File: config.mk
export PLATFORM = sky130hd
export DESIGN_NAME = pci_bar_aperture_accumulator
export DESIGN_NICKNAME = d
export VERILOG_FILES = /design/src/rtl/pbaa_pkg.sv /design/src/rtl/pci_bar_aperture_accumulator.sv
export SDC_FILE = /design/constraint.sdc
export NUM_CORES = 2
export LEC_CHECK = 0
export BUFFER_PORTS_ARGS = -buffer_cell sky130_fd_sc_hd__buf_4
export CAP_MARGIN = 20
export CORE_MARGIN = 3
export CORE_UTILIZATION = 38
export CTS_CLUSTER_DIAMETER = 60
export DETAILED_ROUTE_END_ITERATION = 10
export SETUP_SLACK_MARGIN = 0.3
export SYNTH_ARGS = -nofsm -noshare
export SYNTH_HDL_FRONTEND = slang
export SYNTH_SLANG_ARGS = --single-unit
File: constraint.sdc
create_clock -name clk -period 11.3 [get_ports clk]
set_clock_uncertainty 0.1 [all_clocks]
set_input_delay 2.26 -clock clk [delete_from_list [all_inputs] [get_ports clk]]
set_output_delay 2.26 -clock clk [all_outputs]
set_load 0.01 [all_outputs]
File: src/rtl/pbaa_pkg.sv
// ----------------------------------------------------------------------------
// PCI BAR aperture accumulator package
// Decode masks, result kind codes and the internal request record.
// ----------------------------------------------------------------------------
package pbaa_pkg;

    localparam logic [31:0] IO_MASK     = 32'hffff_fffc;
    localparam logic [31:0] MEM_MASK    = 32'hffff_fff0;
    localparam logic [32:0] LOW16_MASK  = 33'h0_0000_ffff;
    localparam logic [31:0] HIGH16_MASK = 32'hffff_0000;
    localparam logic [32:0] IO_GRAIN    = 33'h0_0000_0004;
    localparam logic [63:0] FOUR_GIB    = 64'h0000_0001_0000_0000;
    localparam logic [63:0] EMPTY_BASE  = 64'hffff_ffff_ffff_ffff;
    localparam logic [63:0] EMPTY_LIMIT = 64'h0000_0000_0000_0000;

    typedef enum logic [1:0] {
        KIND_NONE  = 2'd0,
        KIND_IO    = 2'd1,
        KIND_MEM32 = 2'd2,
        KIND_MEM64 = 2'd3
    } bar_kind_t;

    typedef enum logic [1:0] {
        SEL_NONE = 2'd0,
        SEL_IO   = 2'd1,
        SEL_MEM  = 2'd2,
        SEL_HIGH = 2'd3
    } aperture_sel_t;

    typedef struct packed {
        logic          clear;
        aperture_sel_t sel;
        bar_kind_t     kind;
        logic          upper;
        logic [63:0]   base;
        logic [63:0]   limit;
    } bar_req_t;

endpackage

File: src/rtl/pci_bar_aperture_accumulator.sv
// ----------------------------------------------------------------------------
// PCI BAR aperture accumulator
// Decodes probed BARs and widens the I/O, low and high memory apertures.
// ----------------------------------------------------------------------------
// Usage: each input request carries one command. A clear command empties all
// three apertures for a new root bridge; a probe command carries the original
// and all-ones readback of a BAR (plus the next slot for 64-bit memory BARs)
// and the device decode enables. Requests enter on in_valid/in_ready and
// every request produces exactly one result on out_valid/out_ready: the six
// aperture bounds after the update, the decoded BAR kind and whether the next
// slot was used as the upper half.
// The BAR is decoded into base and limit ahead of the request register, and
// the update stage then compares against the stored apertures, updates them
// and registers the result. One request is taken every cycle while the
// receiver keeps taking results.
// When the receiver stalls, the result and the aperture state hold and the
// decode register fills; in_ready then drops until the result is taken.
// Reset empties all apertures (base all ones, limit zero) and both stages.
// ----------------------------------------------------------------------------
module pci_bar_aperture_accumulator (
    input  logic        clk,
    input  logic        rst_n,
    input  logic        in_valid,
    output logic        in_ready,
    input  logic        cmd,
    input  logic [31:0] orig_low,
    input  logic [31:0] probe_low,
    input  logic [31:0] orig_high,
    input  logic [31:0] probe_high,
    input  logic [1:0]  decode_enables,
    output logic        out_valid,
    input  logic        out_ready,
    output logic [63:0] io_lo,
    output logic [63:0] io_hi,
    output logic [63:0] mem_lo,
    output logic [63:0] mem_hi,
    output logic [63:0] high_lo,
    output logic [63:0] high_hi,
    output logic [1:0]  bar_kind,
    output logic        upper_used
);

    pbaa_pkg::bar_req_t dec_req;
    pbaa_pkg::bar_req_t s1_reg;
    logic               s1_valid_reg;
    logic               s1_valid_next;
    logic               out_valid_reg;
    logic               out_valid_next;
    logic               advance;
    logic               in_fire;
    logic               update;

    logic [32:0] io_len;
    logic [31:0] mem32_len;
    logic [63:0] mem64_size;
    logic [63:0] sel_base;
    logic [63:0] sel_len;

    logic [63:0] io_lo_reg,   io_lo_next;
    logic [63:0] io_hi_reg,   io_hi_next;
    logic [63:0] mem_lo_reg,  mem_lo_next;
    logic [63:0] mem_hi_reg,  mem_hi_next;
    logic [63:0] high_lo_reg, high_lo_next;
    logic [63:0] high_hi_reg, high_hi_next;
    logic [1:0]  kind_reg;
    logic        upper_reg;
    logic        grows;

    assign advance  = !out_valid_reg || out_ready;
    assign in_ready = !s1_valid_reg || advance;
    assign in_fire  = in_valid && in_ready;
    assign update   = advance && s1_valid_reg;

    // The decode stage turns the probe into a base and an inclusive limit.
    always_comb
    begin
        io_len = {1'b0, ~probe_low & pbaa_pkg::IO_MASK} + pbaa_pkg::IO_GRAIN;
        if ((probe_low & pbaa_pkg::HIGH16_MASK) == 32'd0)
        begin
            io_len = io_len & pbaa_pkg::LOW16_MASK;
        end
        mem32_len  = ~(probe_low & pbaa_pkg::MEM_MASK) + 32'd1;
        mem64_size = {probe_high, probe_low & pbaa_pkg::MEM_MASK};

        dec_req       = '0;
        dec_req.clear = !cmd;
        dec_req.sel   = pbaa_pkg::SEL_NONE;
        dec_req.kind  = pbaa_pkg::KIND_NONE;
        sel_base      = {32'd0, orig_low & pbaa_pkg::MEM_MASK};
        sel_len       = {32'd0, mem32_len};

        if (cmd && (probe_low != 32'd0))
        begin
            if (probe_low[0])
            begin
                sel_base = {32'd0, orig_low & pbaa_pkg::IO_MASK};
                sel_len  = {31'd0, io_len};
                if (decode_enables[0])
                begin
                    dec_req.sel  = pbaa_pkg::SEL_IO;
                    dec_req.kind = pbaa_pkg::KIND_IO;
                end
            end
            else if (decode_enables[1])
            begin
                if (probe_low[2:1] == 2'b00)
                begin
                    dec_req.sel  = pbaa_pkg::SEL_MEM;
                    dec_req.kind = pbaa_pkg::KIND_MEM32;
                end
                else
                begin
                    sel_base      = {orig_high, orig_low & pbaa_pkg::MEM_MASK};
                    sel_len       = ~mem64_size + 64'd1;
                    dec_req.kind  = pbaa_pkg::KIND_MEM64;
                    dec_req.upper = 1'b1;
                    if (sel_base < pbaa_pkg::FOUR_GIB)
                    begin
                        dec_req.sel = pbaa_pkg::SEL_MEM;
                    end
                    else
                    begin
                        dec_req.sel = pbaa_pkg::SEL_HIGH;
                    end
                end
            end
        end

        dec_req.base  = sel_base;
        dec_req.limit = sel_base + sel_len - 64'd1;
    end

    always_comb
    begin
        s1_valid_next = s1_valid_reg;
        if (in_fire)
        begin
            s1_valid_next = 1'b1;
        end
        else if (advance)
        begin
            s1_valid_next = 1'b0;
        end
        out_valid_next = advance ? s1_valid_reg : out_valid_reg;
    end

    // A clear empties all apertures; a proper range widens the selected one.
    always_comb
    begin
        grows        = s1_reg.base < s1_reg.limit;
        io_lo_next   = io_lo_reg;
        io_hi_next   = io_hi_reg;
        mem_lo_next  = mem_lo_reg;
        mem_hi_next  = mem_hi_reg;
        high_lo_next = high_lo_reg;
        high_hi_next = high_hi_reg;
        if (update)
        begin
            if (s1_reg.clear)
            begin
                io_lo_next   = pbaa_pkg::EMPTY_BASE;
                io_hi_next   = pbaa_pkg::EMPTY_LIMIT;
                mem_lo_next  = pbaa_pkg::EMPTY_BASE;
                mem_hi_next  = pbaa_pkg::EMPTY_LIMIT;
                high_lo_next = pbaa_pkg::EMPTY_BASE;
                high_hi_next = pbaa_pkg::EMPTY_LIMIT;
            end
            else if (grows)
            begin
                unique case (s1_reg.sel)
                    pbaa_pkg::SEL_IO:
                    begin
                        if (io_lo_reg > s1_reg.base)
                        begin
                            io_lo_next = s1_reg.base;
                        end
                        if (io_hi_reg < s1_reg.limit)
                        begin
                            io_hi_next = s1_reg.limit;
                        end
                    end
                    pbaa_pkg::SEL_MEM:
                    begin
                        if (mem_lo_reg > s1_reg.base)
                        begin
                            mem_lo_next = s1_reg.base;
                        end
                        if (mem_hi_reg < s1_reg.limit)
                        begin
                            mem_hi_next = s1_reg.limit;
                        end
                    end
                    pbaa_pkg::SEL_HIGH:
                    begin
                        if (high_lo_reg > s1_reg.base)
                        begin
                            high_lo_next = s1_reg.base;
                        end
                        if (high_hi_reg < s1_reg.limit)
                        begin
                            high_hi_next = s1_reg.limit;
                        end
                    end
                    default:
                    begin
                    end
                endcase
            end
        end
    end

    always_ff @(posedge clk or negedge rst_n)
    begin
        if (!rst_n)
        begin
            s1_valid_reg  <= 1'b0;
            out_valid_reg <= 1'b0;
            io_lo_reg     <= pbaa_pkg::EMPTY_BASE;
            io_hi_reg     <= pbaa_pkg::EMPTY_LIMIT;
            mem_lo_reg    <= pbaa_pkg::EMPTY_BASE;
            mem_hi_reg    <= pbaa_pkg::EMPTY_LIMIT;
            high_lo_reg   <= pbaa_pkg::EMPTY_BASE;
            high_hi_reg   <= pbaa_pkg::EMPTY_LIMIT;
        end
        else
        begin
            s1_valid_reg  <= s1_valid_next;
            out_valid_reg <= out_valid_next;
            io_lo_reg     <= io_lo_next;
            io_hi_reg     <= io_hi_next;
            mem_lo_reg    <= mem_lo_next;
            mem_hi_reg    <= mem_hi_next;
            high_lo_reg   <= high_lo_next;
            high_hi_reg   <= high_hi_next;
        end
    end

    always_ff @(posedge clk)
    begin
        if (in_fire)
        begin
            s1_reg <= dec_req;
        end
        if (update)
        begin
            kind_reg  <= s1_reg.kind;
            upper_reg <= s1_reg.upper;
        end
    end

    assign out_valid  = out_valid_reg;
    assign io_lo      = io_lo_reg;
    assign io_hi      = io_hi_reg;
    assign mem_lo     = mem_lo_reg;
    assign mem_hi     = mem_hi_reg;
    assign high_lo    = high_lo_reg;
    assign high_hi    = high_hi_reg;
    assign bar_kind   = kind_reg;
    assign upper_used = upper_reg;

endmodule

==> flow_summary.toml <==
[critical_path]
cp_max_fo = 11
crit_family = "simple AND/OR/NAND/NOR gates"
cp-start-kind = "input port"
crit_top_cell = "nor2_1"
crit_buf_inv = 2
slowest_delay_ns = 0.57
path_class = "input port to flop"
critPathRequiredTime_ns = 11.57
end_kind = "flop"
crit_chain = "buf_4, or4_4, nor4b_4, and2_1, nand4_1, or2_1, or3_1, nor4_1, xnor2_1, nand2_1, ha_1, inv_1, ha_1, nand2_1, nor2_1, nand4_1, nor2_1, o211ai_1, a31oi_1, nor2_1, a21oi_1, o41ai_1, xnor2_1"
arrival_ns = 8.09
slowest_stage = "or4_4"

[timing]
hold_viol = 0
fin_hold_ws_ns = 0.3282
slew_viol_final = 0
fin_tns_setup_ns = 0
slew_headroom = 0.3361
period_minus_slack_ns = 7.819
setup_viol = 0
tightest_slew_ns = 0.9958
rsz0062_at_grt = "false"
timing.final.crit_share = 0.6919
max_freq_mhz = 127.9

[layout]
largest_reg_flops = 130
syn2layout_area_growth_pct = 20.31
fillers = 8944
final_nets = 4725
drive_above_1_share = 0.2742
stdcell_count = 5341

[synthesis]
synth_top_cell_by_area = "ha_1"
synthArstFlopShare = 0.7407
synthMuxAreaShare = 0.07720
synth_edf_count = 133
synthSimpleGateAreaFrac = 0.1182
synth_compound_area_frac = 0.1548
ys_seq_area_frac = 0.3813
ys.flop_type = "dfrtp_1"
yosys-top-cells-area = "ha_1, dfstp_2, dfrtp_1"
synth-seq-cells = 513
yosysTopAreaCellShare = 0.1931
syn_inst = 3559
synth_xor_area_frac = 0.02382
synth_top_family_by_area = "adder cells"
ys_types = 73
synth.avg_cell_area_um2 = 10.12
synth-adder-area-share = 0.1936
synth_area_mm2 = 0.03603
synth_nets = 4251
yosysWarnings = 0

[clock_tree]
post_cts_resized = 0
tritoncts = "yes"
insertion_delay_ns = 0.64
h-tree-depth = 2
cts_hold_buf = 0
clk_pin_slew_ns = 0.06
numCtsBuffers = 61
cts_setup_buffers = 0
clock_sinks = 513
cts-root-buf = "clkbuf_16"
clock_path_buffers = 3

[global_route]
grt_pass1_vias = 28240
grt.total_usage = 0.2488
grt_max_degree = 136
grt_pass1_wl_um = 184200
antenna_found_initial = 3
grt_overflow_total = 0

[power_and_ir_drop]
power_mw = 10.43
power_density_mw_per_mm2 = 240.7
peakVddDrop_v = 0.0001182
cellLeakagePower_nw = 20.93

[min_path]
worst_hold_path_type = "flop to flop"

[place]
post-place-cells = 5224
hpwl_um = 100900
port_buffers = 521
gp_congestion = 0.8870

[floorplanning]
dieArea_mm2 = 0.09855
die_w_um = 313.9
core_mm2 = 0.09361
rows = 112
initial_core_util = 0.3849
die_y_um = 313.9
io-pin-count = 524

[detailed_routing]
avgViaCountPerCell = 5.470
wl_um = 126300
vias = 29210
dr.pass1.iters = 7
drtIter0Drc = 1781
wl_per_cell_um = 23.65
remaining_drc_errors = 0
ant_nets = 0

[outcome]
status = "complete, no violations"

[flow_run]
cap_violations = 0
layer usage:
| layer | share of wire | GRT usage |
|---|---|---|
| met1 | 0.45 | 0.3379 |
| met2 | 0.43 | 0.3780 |
| met3 | 0.069 | 0.05590 |
| met4 | 0.050 | 0.1122 |
| met5 | 0 | 0 |
placed cells by master, fill, tap and decap left out, drive strengths merged, types with 7 or more instances in the layout:
master,count
nor3b,64
and4,7
buf,546
xor2,27
o21ai,167
a21o,214
dfstp,189
nor3,50
and2,8
nor4,23
o211ai,22
clkinv,17
o21a,17
or3,21
or2,10
nand2b,14
nand2,263
a221oi,10
or4,13
a221o,61
nand4,113
mux2,247
nor2b,26
clkbuf,77
a31oi,10
a21oi,183
ha,556
o21bai,11
a211oi,13
nand3,31
inv,352
nor2,154
a22oi,63
dfrtp,191
edfxtp,133
o31ai,12
and3,22
clkinvlp,8
xnor2,71
final cells by class:
cell class / instances / area [um^2] / area share
inverter: 346 / 1299 / 0.02996
timing repair buffer: 546 / 4119 / 0.09502
tap: 1254 / 1569 / 0.03620
sequential: 513 / 13740 / 0.3170
antenna: 3 / 7.507 / 0.0001732
clock inverter: 37 / 412.9 / 0.009525
multi-input combinational: 2565 / 20500 / 0.4730
clock buffer: 77 / 1698 / 0.03917
final timing paths:
kind / slack, ns / to / cells after the start / start
max: 3.48 / s1_reg[62]$_DFFE_PP_ / 23 / probe_low[9]
min: 0.33 / upper_used$_DFFE_PP_ / 0 / s1_reg[128]$_SDFFCE_PP0P_
max reg2reg: 6.24 / high_hi[59]$_DFFE_PN0P_ / 14 / s1_reg[117]$_DFFE_PP_
min reg2reg: 0.33 / upper_used$_DFFE_PP_ / 0 / s1_reg[128]$_SDFFCE_PP0P_
max in group asynchronous: 7.52 / high_hi[6]$_DFFE_PN0P_ / 3 / rst_n
min in group asynchronous: 1.51 / mem_hi[45]$_DFFE_PN0P_ / 1 / rst_n
through the flow:
step	util	instance area (um^2)	setup slack, ns
2_1_floorplan	-	36030	4.068
3_3_place_gp	0.4404	41230	2.778
3_5_place_dp	0.4404	41230	2.774
4_1_cts	0.4630	43340	3.416
5_1_grt	0.4631	43350	3.055
6_report	0.4631	43350	3.481
worst register-to-register path: stages (launching register included):
cell and delay [ns]:
edfxtp_1 0.54, ha_1 0.37, nand4_1 0.14, or2_2 0.33, nor3_1 0.18, nand2_1 0.16
nor3_1 0.36, o31ai_1 0.21, o211ai_1 0.13, buf_4 0.67, buf_4 0.86, nor2_4 0.07
buf_4 0.37, a22oi_1 0.30, o21ai_0 0.11
synthesized netlist by cell type (9+ instances only):
cell type	instances
a21o_1	214
nor2_1	154
o211ai_1	22
a221o_1	61
inv_1	346
nor4_1	23
o21a_1	17
nor3b_1	64
ha_1	556
a221oi_1	10
o21ai_0	166
nor3_1	47
or2_2	9
buf_1	11
xnor2_1	71
a21oi_1	183
nand2b_1	14
o31ai_1	12
or3_1	20
edfxtp_1	133
a211oi_1	13
or4_1	9
nand3_1	31
dfstp_2	189
a22oi_1	63
nand2_1	263
dfrtp_1	191
a31oi_1	10
nand4_1	113
o21bai_1	11
and3_1	22
clkbuf_1	115
nor2b_1	26
mux2_2	247
xor2_1	27
kinds of logic (layout without fill, tap and decap cells):
| family | count (synthesis) | count (layout) |
|---|---|---|
| adder cells (fa/ha/maj) | 557 | 557 |
| AO/OA/AOI/OAI | 831 | 831 |
| flip-flops | 513 | 513 |
| AND/OR/NAND/NOR | 832 | 832 |
| buffers and inverters | 481 | 1006 |
| XOR/XNOR | 98 | 98 |
| multiplexers | 247 | 247 |
| other | 0 | 3 |
power by group:
part           internal [mW]  switching, mW  leakage, nW
logic                   2.26           2.45         14.2
clock network           1.21          0.857         1.02
registers               2.86          0.795         5.74
Note: power is estimated with default switching activity, not from simulation.
